**src/sv/mcg_pkg.sv**
```systemverilog
// ----------------------------------------------------------------------------
// mcg_pkg: shared types and constants for the month calendar grid unit
// Month length tables, calendar constants and the narrow types used by the
// sequencer, the mod-25 reducer and the weekday adder.
// ----------------------------------------------------------------------------
package mcg_pkg;

   typedef logic [2:0] wday_type;
   typedef logic [4:0] day_type;
   typedef logic [3:0] month_type;
   typedef logic [4:0] res25_type;

   localparam int        EPOCH_YEAR     = 1900;
   localparam wday_type  EPOCH_WEEKDAY  = 3'd1;
   localparam wday_type  DAYS_PER_WEEK  = 3'd7;
   localparam wday_type  LAST_WEEKDAY   = 3'd6;
   localparam int        CENTURY_FACTOR = 25;
   localparam month_type MONTH_JAN      = 4'd1;
   localparam month_type MONTH_FEB      = 4'd2;
   localparam month_type MONTH_DEC      = 4'd12;
   localparam day_type   FEB_DAYS       = 5'd28;

   // Days in month m; February gets one more in a leap year.
   function automatic day_type month_len(input month_type m, input logic leap);
      day_type n;
      case (m)
         4'd1, 4'd3, 4'd5, 4'd7, 4'd8, 4'd10, 4'd12: n = 5'd31;
         4'd4, 4'd6, 4'd9, 4'd11:                    n = 5'd30;
         MONTH_FEB:                                  n = FEB_DAYS + day_type'(leap);
         default:                                    n = 5'd0;
      endcase
      return n;
   endfunction

   // Month length reduced modulo 7, as a small table.
   function automatic wday_type len_mod7(input month_type m, input logic leap);
      wday_type r;
      case (m)
         4'd1, 4'd3, 4'd5, 4'd7, 4'd8, 4'd10, 4'd12: r = 3'd3;
         4'd4, 4'd6, 4'd9, 4'd11:                    r = 3'd2;
         MONTH_FEB:                                  r = wday_type'(leap);
         default:                                    r = 3'd0;
      endcase
      return r;
   endfunction

endpackage

```
**src/sv/mcg_mod25.sv**
```systemverilog
// ----------------------------------------------------------------------------
// mcg_mod25: residue of the year modulo 25 by reciprocal multiplication
// Latches the year, forms the quotient by 25 with a constant multiply and
// shift, then the remainder with a shift-and-add and a subtract. The residue
// is valid once done is high again after load.
// ----------------------------------------------------------------------------
module mcg_mod25 #(
   parameter int YEAR_WIDTH = 12
) (
   input  logic                   clock,
   input  logic                   reset,
   input  logic                   load,
   input  logic [YEAR_WIDTH-1:0]  year,
   output logic                   done,
   output mcg_pkg::res25_type     residue
);
   import mcg_pkg::*;

   // The product shifted down by RECIP_SHIFT gives the exact quotient by 25
   // for every year below 2**16.
   localparam int          RECIP_SHIFT = 21;
   localparam int          RECIP_BITS  = 17;
   localparam logic [16:0] RECIP_25    = 17'd83887;
   localparam int          PW          = YEAR_WIDTH + RECIP_BITS;
   localparam int          QW          = PW - RECIP_SHIFT;

   logic [YEAR_WIDTH-1:0] year_ff, year_in;
   logic [QW-1:0]         quot_ff, quot_in;
   res25_type             rem_ff, rem_in;
   logic [1:0]            cnt_ff, cnt_in;
   logic [PW-1:0]         prod;
   logic [YEAR_WIDTH-1:0] quot_ext;
   logic [YEAR_WIDTH-1:0] times25;

   // The quotient is registered first, then the remainder from it.
   always_comb begin
      prod     = PW'(year_ff) * PW'(RECIP_25);
      quot_ext = YEAR_WIDTH'(quot_ff);
      times25  = (quot_ext << 4) + (quot_ext << 3) + quot_ext;
      year_in  = year_ff;
      quot_in  = quot_ff;
      rem_in   = rem_ff;
      cnt_in   = cnt_ff;
      if (load) begin
         year_in = year;
         cnt_in  = 2'd2;
      end else if (cnt_ff != '0) begin
         quot_in = prod[PW-1:RECIP_SHIFT];
         rem_in  = 5'(year_ff - times25);
         cnt_in  = cnt_ff - 1'b1;
      end
   end

   always_ff @(posedge clock) begin
      if (reset) begin
         cnt_ff <= '0;
      end else begin
         cnt_ff <= cnt_in;
      end
      year_ff <= year_in;
      quot_ff <= quot_in;
      rem_ff  <= rem_in;
   end

   assign done    = (cnt_ff == '0);
   assign residue = rem_ff;

endmodule

```
**src/sv/mcg_wadd.sv**
```systemverilog
// ----------------------------------------------------------------------------
// mcg_wadd: weekday adder modulo 7
// Adds two weekday values, each below 7, and folds the sum back below 7.
// ----------------------------------------------------------------------------
module mcg_wadd (
   input  mcg_pkg::wday_type a,
   input  mcg_pkg::wday_type b,
   output mcg_pkg::wday_type sum
);
   import mcg_pkg::*;

   logic [3:0] raw;

   always_comb begin
      raw = {1'b0, a} + {1'b0, b};
      sum = (raw >= {1'b0, DAYS_PER_WEEK}) ? 3'(raw - {1'b0, DAYS_PER_WEEK}) : 3'(raw);
   end

endmodule

```
**src/sv/month_calendar_grid_unit.sv**
```systemverilog
// ----------------------------------------------------------------------------
// month_calendar_grid_unit: Sunday-first calendar grid for one month
// Finds the weekday of the month's first day and emits one item per day.
// ----------------------------------------------------------------------------
// An item is taken when start is high and busy is low; for a month from one
// to twelve, busy then stays high until the last day has been sent. The
// year's residue modulo 25 for the leap rule is found first, then every year
// from 1900 up to the given one is added through the shared modulo-7 weekday
// adder, one year per cycle, which dominates; years up to 1900 add none. The
// earlier months follow at one per cycle, and then the days are sent one per
// cycle on rsp_strobe with no gaps. The receiver cannot stall, so each result
// is valid for one cycle only. A month of zero or above twelve is taken and
// gives no results.
module month_calendar_grid_unit #(
   parameter int YEAR_WIDTH = 12
) (
   input  logic                  clock,
   input  logic                  reset,
   input  logic                  start,
   output logic                  busy,
   input  logic [YEAR_WIDTH-1:0] req_year,
   input  mcg_pkg::month_type    req_month,
   output logic                  rsp_strobe,
   output mcg_pkg::day_type      rsp_day,
   output mcg_pkg::wday_type     rsp_weekday,
   output logic [2:0]            rsp_week_row,
   output logic                  rsp_last
);
   import mcg_pkg::*;

   typedef enum logic [2:0] {
      ST_IDLE,
      ST_MOD25,
      ST_YEARS,
      ST_MONTHS,
      ST_EMIT
   } state_type;

   state_type             state_ff;
   logic [YEAR_WIDTH-1:0] year_ff;
   month_type             month_ff;
   logic [YEAR_WIDTH-1:0] run_year_ff;
   res25_type             run25_ff;
   wday_type              w_ff;
   month_type             k_ff;
   logic                  leap_ff;
   day_type               len_ff;
   day_type               day_ff;
   wday_type              col_ff;
   logic [2:0]            row_ff;

   logic                  strobe_ff;
   day_type               out_day_ff;
   wday_type              out_wday_ff;
   logic [2:0]            out_row_ff;
   logic                  out_last_ff;

   logic                  accept;
   logic                  m25_done;
   res25_type             m25_res;
   logic                  target_leap;
   logic                  run_leap;
   wday_type              add_a, add_b, add_sum;

   assign accept = start && (state_ff == ST_IDLE);
   assign busy   = (state_ff != ST_IDLE);

   mcg_mod25 #(.YEAR_WIDTH(YEAR_WIDTH)) u_mod25 (
      .clock   (clock),
      .reset   (reset),
      .load    (accept),
      .year    (req_year),
      .done    (m25_done),
      .residue (m25_res)
   );

   // Divisible by 4 and not by 100, or by 400 (that is, by 16 and by 25).
   always_comb begin
      target_leap = (year_ff[1:0] == 2'b00) && ((m25_res != '0) || (year_ff[3:0] == 4'b0000));
      run_leap    = (run_year_ff[1:0] == 2'b00) &&
                    ((run25_ff != '0) || (run_year_ff[3:0] == 4'b0000));
   end

   // The one weekday adder is shared by the year walk, the month walk and the
   // column count.
   always_comb begin
      case (state_ff)
         ST_YEARS: begin
            add_a = w_ff;
            add_b = run_leap ? 3'd2 : 3'd1;
         end
         ST_MONTHS: begin
            add_a = w_ff;
            add_b = len_mod7(k_ff, leap_ff);
         end
         ST_EMIT: begin
            add_a = col_ff;
            add_b = 3'd1;
         end
         default: begin
            add_a = '0;
            add_b = '0;
         end
      endcase
   end

   mcg_wadd u_wadd (
      .a   (add_a),
      .b   (add_b),
      .sum (add_sum)
   );

   always_ff @(posedge clock) begin
      if (reset) begin
         state_ff  <= ST_IDLE;
         strobe_ff <= 1'b0;
      end else begin
         strobe_ff <= 1'b0;
         case (state_ff)
            ST_IDLE: begin
               if (accept && (req_month >= MONTH_JAN) && (req_month <= MONTH_DEC)) begin
                  state_ff <= ST_MOD25;
               end
            end
            ST_MOD25: begin
               if (m25_done) begin
                  state_ff <= (year_ff > YEAR_WIDTH'(EPOCH_YEAR)) ? ST_YEARS : ST_MONTHS;
               end
            end
            ST_YEARS: begin
               if (run_year_ff + 1'b1 == year_ff) begin
                  state_ff <= ST_MONTHS;
               end
            end
            ST_MONTHS: begin
               if (k_ff == month_ff) begin
                  state_ff <= ST_EMIT;
               end
            end
            ST_EMIT: begin
               strobe_ff <= 1'b1;
               if (day_ff == len_ff) begin
                  state_ff <= ST_IDLE;
               end
            end
            default: begin
               state_ff <= ST_IDLE;
            end
         endcase
      end

      case (state_ff)
         ST_IDLE: begin
            if (accept) begin
               year_ff     <= req_year;
               month_ff    <= req_month;
               run_year_ff <= YEAR_WIDTH'(EPOCH_YEAR);
               run25_ff    <= '0;
               w_ff        <= EPOCH_WEEKDAY;
               k_ff        <= MONTH_JAN;
            end
         end
         ST_MOD25: begin
            leap_ff <= target_leap;
            len_ff  <= month_len(month_ff, target_leap);
         end
         ST_YEARS: begin
            w_ff        <= add_sum;
            run_year_ff <= run_year_ff + 1'b1;
            run25_ff    <= (run25_ff == res25_type'(CENTURY_FACTOR - 1)) ? '0
                                                                         : run25_ff + 1'b1;
         end
         ST_MONTHS: begin
            if (k_ff == month_ff) begin
               day_ff <= 5'd1;
               col_ff <= w_ff;
               row_ff <= '0;
            end else begin
               w_ff <= add_sum;
               k_ff <= k_ff + 1'b1;
            end
         end
         ST_EMIT: begin
            out_day_ff  <= day_ff;
            out_wday_ff <= col_ff;
            out_row_ff  <= row_ff;
            out_last_ff <= (day_ff == len_ff);
            day_ff      <= day_ff + 1'b1;
            col_ff      <= add_sum;
            if (col_ff == LAST_WEEKDAY) begin
               row_ff <= row_ff + 1'b1;
            end
         end
         default: begin
         end
      endcase
   end

   assign rsp_strobe   = strobe_ff;
   assign rsp_day      = out_day_ff;
   assign rsp_weekday  = out_wday_ff;
   assign rsp_week_row = out_row_ff;
   assign rsp_last     = out_last_ff;

endmodule

```
**config.mk**
```make
export PLATFORM = sky130hd
export DESIGN_NAME = month_calendar_grid_unit
export DESIGN_NICKNAME = d
export VERILOG_FILES = /design/src/sv/mcg_pkg.sv /design/src/sv/mcg_mod25.sv /design/src/sv/mcg_wadd.sv /design/src/sv/month_calendar_grid_unit.sv
export SDC_FILE = /design/constraint.sdc
export NUM_CORES = 1
export LEC_CHECK = 0
export BUFFER_PORTS_ARGS = -buffer_cell sky130_fd_sc_hd__buf_2
export CORE_MARGIN = 2
export CORE_UTILIZATION = 55
export DETAILED_ROUTE_END_ITERATION = 6
export GPL_TIMING_DRIVEN = 1
export PLACE_DENSITY = 0.75
export SLEW_MARGIN = 10
export SYNTH_ARGS = -nofsm -noshare
export SYNTH_HDL_FRONTEND = slang
export SYNTH_HIERARCHICAL = 1
export SYNTH_SLANG_ARGS = --single-unit
```
**constraint.sdc**
```tcl
create_clock -name clock -period 4.5 [get_ports clock]
set_input_delay 0.9 -clock clock [delete_from_list [all_inputs] [get_ports clock]]
set_output_delay 0.9 -clock clock [all_outputs]
set_load 0.01 [all_outputs]
```
# Word-level counts from Yosys, hierarchy flattened
# Cells that the tools add are included.
# word_totals
word_cells	151
output_inout_bits	14
regBits	97
# op_classes
eq_ne	41
n_bitwise	1
muxes	34
n_reduce_logical	36
addsub	12
order_cmp	4
mul	1
# op_table
op	count
4-bit equality test (second input constant)	10
3-bit 2-to-1 mux	11
4-bit by 3-bit equality test with 1-bit output (second input constant)	8
12-bit by 17-bit multiplier with 26-bit output (second input constant)	1
12-bit case mux with 2 select lines	1
5-bit case mux with 2 select lines	2
3-bit case mux with 2 select lines	3
4-bit by 2-bit equality test with 1-bit output (second input constant)	4
5-bit 2-to-1 mux	3
3-bit case mux with 5 select lines	1
5-bit case mux with 3 select lines	1
2-bit inequality test (second input constant)	7
7-bit OR reduction	2
12-bit by 1-bit adder with 12-bit output (second input constant)	1
12-bit equality test	1
12-bit by 11-bit > comparator with 1-bit output (second input constant)	1
12-bit 2-to-1 mux	1
2-bit case mux with 3 select lines	2
5-bit by 1-bit adder with 5-bit output (second input constant)	2
5-bit adder	2
2-bit nonzero test	5
5-bit nonzero test	2
3-bit case mux with 3 select lines	1
3-bit AND reduction	3
33 further kinds	54

# Longest topological paths before layout
# Gate-level depths: netlist (run 1).
# logic_depth
word_depth	10
depth_mapped	17
ltp_nobuf	17

# By module
# The synthesis (run 1) kept the hierarchy.
# modules_own_cells
module	cells_each	seq_area_each_um2	n_inst	area_each_um2
mcg_mod25	442	700.7	1	4431.8
month_calendar_grid_unit	299	2092.0	1	3568.4
mcg_wadd	19	0.0	1	165.2

# Least setup slack after synthesis (run 1)
# OpenSTA, ideal clock, no wires.
# synth_path
kind	register to register
startpoint	register u_mod25.year_ff[10]
endpoint	register u_mod25.quot_ff[3] (data pin)
period_less_slack_ps	4880
setup_time_ps	264
t_arrival_ps	4616
stages_incl_launch_ff	16
t_required_ps	4236
path_buffers	0
path_slack_ps	-380
path_cell_list	edfxtp_1 fa_1 inv_1 fa_1 inv_1 fa_1 fa_1 inv_1 fa_1 inv_1 ha_1 nand2_1 or4_1 and3b_2 o211a_1 a211oi_2
# synth_via
elab_chain_len	1
# synth_rtl
element	line_no	source
start: declaration	mcg_mod25.sv:27	logic [YEAR_WIDTH-1:0] year_ff, year_in;
start signal: assignment	mcg_mod25.sv:60	year_ff <= year_in;
12-bit by 17-bit multiplier with 26-bit output	mcg_mod25.sv:37	prod = PW'(year_ff) * PW'(RECIP_25);
via u_mod25.prod[24]	mcg_mod25.sv:31	logic [PW-1:0] prod;
end signal: assignment	mcg_mod25.sv:61	quot_ff <= quot_in;
end: declaration	mcg_mod25.sv:28	logic [QW-1:0] quot_ff, quot_in;
# The timed path passes the listed nets, and every way through them passes these cells.
# A chain may end at the register's enable or synchronous reset.

# Worst setup path in the final report (run 1)
# layout_path
startpoint	register u_mod25.year_ff[8]
endpoint	register u_mod25.quot_ff[3] (data pin)
# Same word-level chain as after synthesis.

==> results_tabular.tex, run 1 <==
\begin{tabular}{lr}
\hline
Metric & Value \\
\hline
\multicolumn{2}{l}{\textbf{Job}} \\
Number of max-cap violations & 0 \\
\multicolumn{2}{l}{\textbf{Synth}} \\
Distinct cell type count after synthesis & between 60 and 70 \\
Gate Count Post-Synth & 760 \\
Sequential area share after synthesis & 34.2\% \\
Number of enable-type register cells in the synthesized netlist & just under 90 \\
Avg Synthesized Cell Area & 10.7 um2 \\
Top area cells in the synthesized netlist & sky130\_fd\_sc\_hd\_\_edfxtp\_1 33\%, sky130\_fd\_sc\_hd\_\_fa\_1 17\%, sky130\_fd\_sc\_hd\_\_ha\_1 15\%, sky130\_fd\_sc\_hd\_\_inv\_1 7.5\%, sky130\_fd\_sc\_hd\_\_xnor2\_1 3.0\% \\
Synthesis-stage register bit count & 95 \\
Share of the synthesized area in the top cell type & 32.7\% \\
Proportion of synthesized flip-flops having asynchronous set or reset & 0\% \\
Combined area of all synthesized cells & 8170 um2 \\
Top cell type by total area after synthesis & sky130\_fd\_sc\_hd\_\_edfxtp\_1 \\
Post-synthesis net count & 945 \\
Commonest register cell after synthesis & sky130\_fd\_sc\_hd\_\_edfxtp\_1 \\
Synth warnings & 6 \\
\multicolumn{2}{l}{\textbf{Floorplanning}} \\
Cell row count & 44 \\
Floorplan die height & 126 um \\
Core Box Area & 14,500 um2 \\
Width of the die & 126 um \\
Total Die Area & 15,800 um2 \\
Effective utilization at floorplan & 56.2\% \\
IO Count & 33 \\
\multicolumn{2}{l}{\textbf{Timing}} \\
Fin worst setup slack & -271 ps \\
Clock Skews & a little under 10 ps \\
Fin. Hold Viols & 0 \\
Relative slew slack & between 30 and 40\% \\
Tcrit/Tclk final & 106\% \\
Setup-violating endpoint count in the final report & 5 \\
RSZ-0062 raised after global routing & true \\
Hold\_ws & approximately 470 ps \\
Worst Tran Pin Value & approximately 970 ps \\
Time the final worst path needs with I/O delays and setup & 4770 ps \\
Achievable Freq & roughly 210 MHz \\
Pins Over Slew Limit & 0 \\
\multicolumn{2}{l}{\textbf{Setup path}} \\
Cell class contributing the biggest share of worst-path delay & adder cells \\
Cell occurring most often along the worst timing path & sky130\_fd\_sc\_hd\_\_inv\_1 \\
Ordered cell list for the critical path & fa\_2 > ha\_1 > inv\_1 > fa\_1 > inv\_1 > fa\_1 > inv\_1 > fa\_1 > inv\_1 > ha\_4 > nand4\_1 > or4\_4 > and3b\_2 > o211a\_1 > a211oi\_2 \\
Slack of the worst reg-to-reg path & -270 ps \\
Slowest stage cell on the critical path & sky130\_fd\_sc\_hd\_\_fa\_2 \\
Startpoint Class & flip-flop \\
Worst path buffer plus inverter count & 4 \\
Critical register-to-register path startpoint & u\_mod25/year\_ff[8] \\
Arr. time, crit path & between 4000 and 5000 ps \\
Kind of end point of the critical path & flip-flop \\
R2r endpoint & u\_mod25/quot\_ff[3] \\
Total stage count of the critical path & 15 \\
Required time of the critical path & 4600 ps \\
Depth of the most critical reg-to-reg path & 15 \\
Critical path class & reg2reg \\
Largest stage delay on the critical path & 630 ps \\
Top fanout value on the critical path & 5 \\
\multicolumn{2}{l}{\textbf{Route}} \\
Detailed-routing iteration count for the pre-antenna-repair pass & 5 \\
DRC violation count after routing & 0 \\
Overall via count from detail\_route & 5,984 \\
Post-detailed-routing wire length & 18.7 mm \\
DRC marker count from the first detailed-route iteration & 469 \\
Via density per instance & about 5.7 \\
Routed WL per cell & 17.7 um \\
Antenna viol nets, final & 0 \\
\multicolumn{2}{l}{\textbf{Clocking}} \\
CTS HTree Levels & 3 \\
Hold buffers post-CTS & 0 \\
Skew-Pair Late Insertion Delay & 350 ps \\
Maximum buffer depth of the clock tree & 2 \\
Clock root buffer master & sky130\_fd\_sc\_hd\_\_clkbuf\_16 \\
Clock slew at the register clock pins of the worst setup and hold paths & 80 ps \\
Number of sinks handled by clock tree synthesis & 95 \\
CTS buffer count & 9 \\
TritonCTS clock tree & yes \\
\multicolumn{2}{l}{\textbf{Outcome}} \\
Run status & complete, but fails checks \\
Failing checks & negative setup slack \\
\multicolumn{2}{l}{\textbf{GRT}} \\
Largest net degree at the start of global routing & 32 \\
Antenna violations before repair & 0 \\
GR Util met2 & 43.8\% \\
GRT busiest layer & met2 \\
Wire length of the first global-routing pass & 30.6 mm \\
Tot GR Track Use & 24.3\% \\
Global Route met3 Usage & 3.40\% \\
Number of global-route vias before repair & 6,369 \\
GRT Residual Overflow & 0 \\
Global-route track usage on met1 & 29.5\% \\
\multicolumn{2}{l}{\textbf{Finish}} \\
Final non-filler cell total & 1,054 \\
Layout Nets & 1,050 \\
Final design utilization & approximately two thirds \\
P\&R area growth vs syn & 19.0\% \\
Diodes inserted & 0 \\
Layout cell share with drive strength beyond 1 & 22.5\% \\
\multicolumn{2}{l}{\textbf{Min path}} \\
Number of cells traversed by the worst hold path & 0 \\
Hold path startpoint & row\_ff[1] \\
Worst Hold End & rsp\_week\_row[1] \\
Worst Hold Class & reg2reg \\
\multicolumn{2}{l}{\textbf{Place}} \\
Placed cell count & about 1,000 \\
Total of buffers placed on input and output ports & 32 \\
DP Wirelength & between 15 and 20 mm \\
Last weighted congestion value of the routability-driven placer & between 0.9 and 1 \\
\hline
\end{tabular}
placed cells by master (no fill, tap or decap), drive strengths merged, types with 6 or more instances in the layout:
master,count
a211oi,8
a21oi,26
a31oi,6
and3,10
buf,104
clkbuf,9
dfxtp,6
edfxtp,89
fa,69
ha,97
inv,167
nand2,33
nand2b,8
nand3,19
nand4,8
nor2,42
nor3,10
nor4,7
o211ai,9
o21ai,19
xnor2,28
xor2,25
registers in the layout, summed over array words and instances, names as in the netlist, 2 cells and up:
signal	count
run_year_ff	12
u_mod25/year_ff	12
year_ff	12
day_ff	5
rsp_day	5
run25_ff	5
u_mod25/quot_ff	5
u_mod25/residue	5
k_ff	4
month_ff	4
col_ff	3
len_ff	3
row_ff	3
rsp_week_row	3
rsp_weekday	3
state_ff	3
w_ff	3
u_mod25/cnt_ff	2
synthesized netlist by cell type, drive strengths merged, types with 6 or more instances:
master,n
a211oi,8
a21oi,26
inv,163
nor2,42
nand2,33
edfxtp,89
xor2,25
dfxtp,6
o211ai,9
and3,10
clkbuf,6
nor3,10
fa,69
nand4,8
nand3,19
nor4,7
a31oi,6
ha,97
o21ai,19
xnor2,28
nand2b,8
metrics by stage:
| stage | setup TNS [ps] | area, um2 | setup slack, ps |
|---|---|---|---|
| after floorplan | -136 | 8290 | -136 |
| after global placement | -869 | 9110 | -249 |
| after detailed placement | -1080 | 9110 | -319 |
| after CTS | -1040 | 9520 | -316 |
| after global routing | -1610 | 9720 | -391 |
| final | -945 | 9720 | -271 |
worst register-to-register path, delay by kind of cell, from the launching register on:
kind | cells | cell delay (ps)
AO/OA/AOI/OAI | 2 | 190
adder cells (fa/ha/maj) | 6 | 2590
buffers and inverters | 4 | 250
flip-flops | 1 | 540
AND/OR/NAND/NOR | 3 | 950
worst max path at each step:
stage,startpoint,end,slack (ps)
2_1_floorplan,u_mod25/year_ff[9],u_mod25/quot_ff[3],-140
3_3_place_gp,u_mod25/year_ff[7],u_mod25/quot_ff[3],-250
3_5_place_dp,u_mod25/year_ff[7],u_mod25/quot_ff[3],-320
4_1_cts,u_mod25/year_ff[9],u_mod25/quot_ff[3],-320
5_1_grt,u_mod25/year_ff[8],u_mod25/quot_ff[3],-390
6_report,u_mod25/year_ff[8],u_mod25/quot_ff[3],-270
logic make-up after synthesis:
kind of cell,Yosys count,synth area share (%)
compound gates,104,8.67
xor+xnor,54,5.96
fa+ha+maj,166,31.8
buf+inv,173,8.09
flops,95,34.2
mux,8,1.06
other cells,1,0.0459
simple gates,159,10.2
routing by layer:
metal / vias up / share of wire, %
met3: 45 / 4.5
li1: 2795 / -
met4: 0 / 2.9
met2: 175 / 53
met1: 2969 / 40
met5: - / 0
final cells by class:
class | instances | area, um2
clock buffer | 9 | 225
clock inverter | 7 | 83.8
fill | 1067 | 4820
inverter | 163 | 612
multi-input combinational | 492 | 5050
sequential | 95 | 2790
tap | 184 | 230
timing repair buffer | 104 | 723
repair_timing:
item                                    in CTS  in global routing
endpoints found under the setup margin       5                  5
setup buffers                                2                  5
resized for setup                           15                 33
pin swaps                                    8                 33
Power of run 1 is not shown: default switching activity piles up to over one toggle a cycle in this logic, so the estimate is an artifact.
==> inputs of run 2 (changes only) <==
--- a/config.mk
+++ b/config.mk
@@ -5,12 +5,13 @@
 export SDC_FILE = /design/constraint.sdc
 export NUM_CORES = 1
 export LEC_CHECK = 0
+export ABC_AREA = 1
 export BUFFER_PORTS_ARGS = -buffer_cell sky130_fd_sc_hd__buf_2
 export CORE_MARGIN = 2
-export CORE_UTILIZATION = 55
+export CORE_UTILIZATION = 45
 export DETAILED_ROUTE_END_ITERATION = 6
 export GPL_TIMING_DRIVEN = 1
-export PLACE_DENSITY = 0.75
+export HOLD_SLACK_MARGIN = 0.05
 export SLEW_MARGIN = 10
 export SYNTH_ARGS = -nofsm -noshare
 export SYNTH_HDL_FRONTEND = slang
==> run 2 against run 1 <==
The run now ends clean; non-clock buffer count shrank 35; first-iteration DRC count shrank 26%; die area grew 28%; register-to-register slack gained 410 ps; maximum frequency grew 9.3%; synthesized cell count grew 31%.
==> results_tabular.tex, run 2 <==
\begin{tabular}{lr}
\hline
Metric & Value \\
\hline
\multicolumn{2}{l}{\textbf{Min path}} \\
Number of cells traversed by the worst hold path & 0 (unchanged) \\
Hold path startpoint & row\_ff[1] (unchanged) \\
Worst Hold Class & reg2reg (unchanged) \\
\multicolumn{2}{l}{\textbf{Synth}} \\
Top cell type by total area after synthesis & sky130\_fd\_sc\_hd\_\_edfxtp\_1 (unchanged) \\
Synthesis-stage register bit count & 95 (unchanged) \\
Sequential area share after synthesis & 32.5\% (was 34.2\%) \\
Most frequent cell after synthesis & sky130\_fd\_sc\_hd\_\_inv\_1 (unchanged) \\
Avg Synthesized Cell Area & 8.60 um2 (was 10.7 um2) \\
Number of enable-type register cells in the synthesized netlist & 89 (unchanged) \\
Combined area of all synthesized cells & 8590 um2 (was 8170 um2) \\
Top cells by instance count after synthesis & 267 x sky130\_fd\_sc\_hd\_\_inv\_1, 214 x sky130\_fd\_sc\_hd\_\_nand2\_1, 97 x sky130\_fd\_sc\_hd\_\_ha\_1, 89 x sky130\_fd\_sc\_hd\_\_edfxtp\_1, 69 x sky130\_fd\_sc\_hd\_\_fa\_1 (was 163 x sky130\_fd\_sc\_hd\_\_inv\_1, 97 x sky130\_fd\_sc\_hd\_\_ha\_1, 89 x sky130\_fd\_sc\_hd\_\_edfxtp\_1, 69 x sky130\_fd\_sc\_hd\_\_fa\_1, 41 x sky130\_fd\_sc\_hd\_\_nor2\_1) \\
Post-synthesis net count & 1,184 (was 945) \\
Synth warnings & 6 (unchanged) \\
Distinct cell type count after synthesis & 41 (was 69) \\
Share of the synthesized area in the top cell type & 31.1\% (was 32.7\%) \\
Top area cells in the synthesized netlist & sky130\_fd\_sc\_hd\_\_edfxtp\_1 31\%, sky130\_fd\_sc\_hd\_\_fa\_1 16\%, sky130\_fd\_sc\_hd\_\_ha\_1 14\%, sky130\_fd\_sc\_hd\_\_inv\_1 12\%, sky130\_fd\_sc\_hd\_\_nand2\_1 9.3\% (was sky130\_fd\_sc\_hd\_\_edfxtp\_1 33\%, sky130\_fd\_sc\_hd\_\_fa\_1 17\%, sky130\_fd\_sc\_hd\_\_ha\_1 15\%, sky130\_fd\_sc\_hd\_\_inv\_1 7.5\%, sky130\_fd\_sc\_hd\_\_xnor2\_1 3.0\%) \\
Commonest register cell after synthesis & sky130\_fd\_sc\_hd\_\_edfxtp\_1 (unchanged) \\
Proportion of synthesized flip-flops having asynchronous set or reset & 0\% (unchanged) \\
Gate Count Post-Synth & 999 (was 760) \\
\multicolumn{2}{l}{\textbf{Finish}} \\
P\&R area growth vs syn & 16.4\% (was 19.0\%) \\
Most used cells in the layout excluding fill and tap cells & 251 x sky130\_fd\_sc\_hd\_\_inv\_1, 199 x sky130\_fd\_sc\_hd\_\_nand2\_1, 89 x sky130\_fd\_sc\_hd\_\_edfxtp\_1 (was 151 x sky130\_fd\_sc\_hd\_\_inv\_1, 89 x sky130\_fd\_sc\_hd\_\_edfxtp\_1, 79 x sky130\_fd\_sc\_hd\_\_ha\_1) \\
Diodes inserted & 0 (unchanged) \\
Filler cell count & 1,742 (was 1,067) \\
Leading registers by flop count & run\_year\_ff: 12 flops, u\_mod25/year\_ff: 12 flops, year\_ff: 12 flops (unchanged) \\
Leading cell type in the layout, fill and taps excluded & sky130\_fd\_sc\_hd\_\_inv\_1 (unchanged) \\
Register area & 2790 um2 (unchanged) \\
Multi-input gate area in the final layout & 5140 um2 (was 5050 um2) \\
Layout cell share with drive strength beyond 1 & 17.1\% (was 22.5\%) \\
Layout Nets & 1,262 (was 1,050) \\
\multicolumn{2}{l}{\textbf{Route}} \\
Overall via count from detail\_route & 6,314 (was 5,984) \\
DRC violation count after routing & 0 (unchanged) \\
Detailed-routing iteration count for the pre-antenna-repair pass & 5 (unchanged) \\
Post-detailed-routing wire length & 18.2 mm (was 18.7 mm) \\
DRC marker count from the first detailed-route iteration & 345 (was 469) \\
Routed WL per cell & 13.8 um (was 17.7 um) \\
Antenna viol nets, final & 0 (unchanged) \\
Via density per instance & 4.80 (was 5.68) \\
\multicolumn{2}{l}{\textbf{Clocking}} \\
Clock slew at the register clock pins of the worst setup and hold paths & 80 ps (about the same) \\
TritonCTS clock tree & yes (unchanged) \\
Hold buffers post-CTS & 0 (unchanged) \\
Skew-Pair Late Insertion Delay & 360 ps (was 350 ps) \\
Clock root buffer master & sky130\_fd\_sc\_hd\_\_clkbuf\_16 (unchanged) \\
CTS buffer count & 9 (unchanged) \\
Maximum buffer depth of the clock tree & 2 (unchanged) \\
CTS HTree Levels & 3 (unchanged) \\
Number of sinks handled by clock tree synthesis & 95 (unchanged) \\
\multicolumn{2}{l}{\textbf{Floorplanning}} \\
Effective utilization at floorplan & 45.9\% (was 56.2\%) \\
Floorplan die height & 142 um (was 126 um) \\
Cell row count & 50 (was 44) \\
Total Die Area & 20,200 um2 (was 15,800 um2) \\
IO Count & 33 (unchanged) \\
Width of the die & 142 um (was 126 um) \\
Core Box Area & 18,700 um2 (was 14,500 um2) \\
\multicolumn{2}{l}{\textbf{Place}} \\
Last weighted congestion value of the routability-driven placer & 0.841 (was 0.930) \\
Worst slack, placed & -81.7 ps (was -319 ps) \\
DP Wirelength & 15.0 mm (about the same) \\
Total of buffers placed on input and output ports & 32 (unchanged) \\
\multicolumn{2}{l}{\textbf{Setup path}} \\
Total stage count of the critical path & 21 (was 15) \\
Critical path class & reg2reg (unchanged) \\
Required time of the critical path & 4620 ps (was 4600 ps) \\
Startpoint Class & flip-flop (unchanged) \\
Depth of the most critical reg-to-reg path & 21 (was 15) \\
Kind of end point of the critical path & flip-flop (unchanged) \\
Critical register-to-register path startpoint & u\_mod25/year\_ff[6] (was u\_mod25/year\_ff[8]) \\
Ordered cell list for the critical path & fa\_2 > buf\_6 > ha\_1 > inv\_1 > fa\_1 > inv\_1 > fa\_1 > inv\_2 > fa\_1 > inv\_1 > ha\_4 > nand2\_1 > nand2\_1 > nand2\_1 > nand2\_2 > nand2\_2 > nand2\_2 > nor2\_2 > nand2\_1 > nand2\_1 > nand2\_1 (was fa\_2 > ha\_1 > inv\_1 > fa\_1 > inv\_1 > fa\_1 > inv\_1 > fa\_1 > inv\_1 > ha\_4 > nand4\_1 > or4\_4 > and3b\_2 > o211a\_1 > a211oi\_2) \\
Slack of the worst reg-to-reg path & 140 ps (was -270 ps) \\
Largest stage delay on the critical path & 660 ps (was 630 ps) \\
Cell occurring most often along the worst timing path & sky130\_fd\_sc\_hd\_\_nand2\_1 (was sky130\_fd\_sc\_hd\_\_inv\_1) \\
End of the critical path & u\_mod25/quot\_ff[0] (was u\_mod25/quot\_ff[3]) \\
Startpoint of the worst setup timing path & u\_mod25/year\_ff[6] (was u\_mod25/year\_ff[8]) \\
Cell class contributing the biggest share of worst-path delay & adder cells (unchanged) \\
Top fanout value on the critical path & 4 (was 5) \\
Arr. time, crit path & 4480 ps (was 4870 ps) \\
Worst path buffer plus inverter count & 5 (was 4) \\
Slowest stage cell on the critical path & sky130\_fd\_sc\_hd\_\_fa\_2 (unchanged) \\
R2r endpoint & u\_mod25/quot\_ff[0] (was u\_mod25/quot\_ff[3]) \\
\multicolumn{2}{l}{\textbf{GRT}} \\
Antenna violations before repair & 0 (unchanged) \\
Tot GR Track Use & 18.6\% (was 24.3\%) \\
Largest net degree at the start of global routing & 27 (was 32) \\
Wire length of the first global-routing pass & 29.1 mm (was 30.6 mm) \\
GRT Residual Overflow & 0 (unchanged) \\
Number of global-route vias before repair & 5,919 (was 6,369) \\
\multicolumn{2}{l}{\textbf{Timing}} \\
Worst Tran Pin Value & 1090 ps (was 966 ps) \\
Setup-violating endpoint count in the final report & 0 (was 5) \\
Fin. Hold Viols & 0 (unchanged) \\
RSZ-0062 raised after global routing & true (unchanged) \\
Pins Over Slew Limit & 0 (unchanged) \\
Time the final worst path needs with I/O delays and setup & 4360 ps (was 4770 ps) \\
Fin worst setup slack & 135 ps (was -271 ps) \\
Clock Skews & 12.7 ps (was 9.91 ps) \\
Relative slew slack & 26.9\% (was 35.3\%) \\
Tcrit/Tclk final & 97.0\% (was 106\%) \\
Achievable Freq & 229 MHz (was 210 MHz) \\
\multicolumn{2}{l}{\textbf{Job}} \\
Number of max-cap violations & 0 (unchanged) \\
\multicolumn{2}{l}{\textbf{Outcome}} \\
Run status & complete, no violations (was complete, but fails checks) \\
\hline
\end{tabular}
## run 2: changes by cell type after synthesis, sizes merged, moves of 15 or more
cell,before,now
nor2,42,76
inv,163,270
xor2,25,10
nand3,19,66
xnor2,28,10
nand2,33,221
## run 2: cells by family (layout without fill, tap and decap cells)
logic type / Yosys count / after routing / share of synthesized area (%)
AO/OA/AOI/OAI: 57 / 57 / 3.83
XOR/XNOR: 20 / 20 / 2.04
adder cells (fa/ha/maj): 166 / 166 / 30.2
buffers and inverters: 273 / 356 / 11.9
flip-flops: 95 / 95 / 32.5
other: 1 / 1 / 0.0436
AND/OR/NAND/NOR: 387 / 387 / 19.5
## run 2: metal layers
metal,GRT usage (%),up-vias,share of wire (%)
met5,0,-,0
met4,4.58,0,1.3
met3,2.12,12,3.8
met2,29.5,84,47
met1,27.3,2968,48
li1,-,3250,-
## run 2: layout make-up
type / count / share of cell area [%]
multi-input cells: 631 / 51.4
flip-flops and latches: 95 / 27.9
inverters: 271 / 10.2
clock inverters: 7 / 0.738
clock buffers: 9 / 2.25
repair buffers: 69 / 4.64
well taps: 234 / 2.93
## run 2: timing repair
item	4_1_cts	5_1_grt
resized for setup	17	70
hold endpoints to repair	0	0
endpoints found under the setup margin	5	5
pin swaps	9	58
setup buffers	1	8
## run 2: worst min path at each step
stage                   endpoint
2_1_floorplan  u_mod25/cnt_ff[0]
3_3_place_gp      rsp_weekday[0]
3_5_place_dp     rsp_week_row[1]
4_1_cts          rsp_week_row[1]
5_1_grt           rsp_weekday[0]
6_report         rsp_week_row[1]
## run 2: worst reg2reg max path, cell delays in order (launching register included)
cell and delay [ps]:
sky130_fd_sc_hd__edfxtp_1 520, sky130_fd_sc_hd__fa_2 660, sky130_fd_sc_hd__buf_6 120, sky130_fd_sc_hd__ha_1 130, sky130_fd_sc_hd__inv_1 50, sky130_fd_sc_hd__fa_1 490
sky130_fd_sc_hd__inv_1 60, sky130_fd_sc_hd__fa_1 520, sky130_fd_sc_hd__inv_2 50, sky130_fd_sc_hd__fa_1 540, sky130_fd_sc_hd__inv_1 70, sky130_fd_sc_hd__ha_4 250
sky130_fd_sc_hd__nand2_1 60, sky130_fd_sc_hd__nand2_1 80, sky130_fd_sc_hd__nand2_1 90, sky130_fd_sc_hd__nand2_2 60, sky130_fd_sc_hd__nand2_2 60, sky130_fd_sc_hd__nand2_2 50
sky130_fd_sc_hd__nor2_2 110, sky130_fd_sc_hd__nand2_1 60, sky130_fd_sc_hd__nand2_1 60, sky130_fd_sc_hd__nand2_1 40
## run 2: stage by stage
stage | instance area, um2 | setup TNS (ps) | std cells | util [%] | hold WS, ps
floorplan | 8590 | 0 | 999 | - | 421
global placement | 9260 | -124 | 1291 | 49.5 | 438
detailed placement | 9260 | -350 | 1291 | 49.5 | 443
CTS | 9670 | -6.47 | 1308 | 51.7 | 463
global route | 10000 | -185 | 1316 | 53.5 | 475
finish | 10000 | 0 | 1316 | 53.5 | 464
Power of run 2 is left out for the same reason.
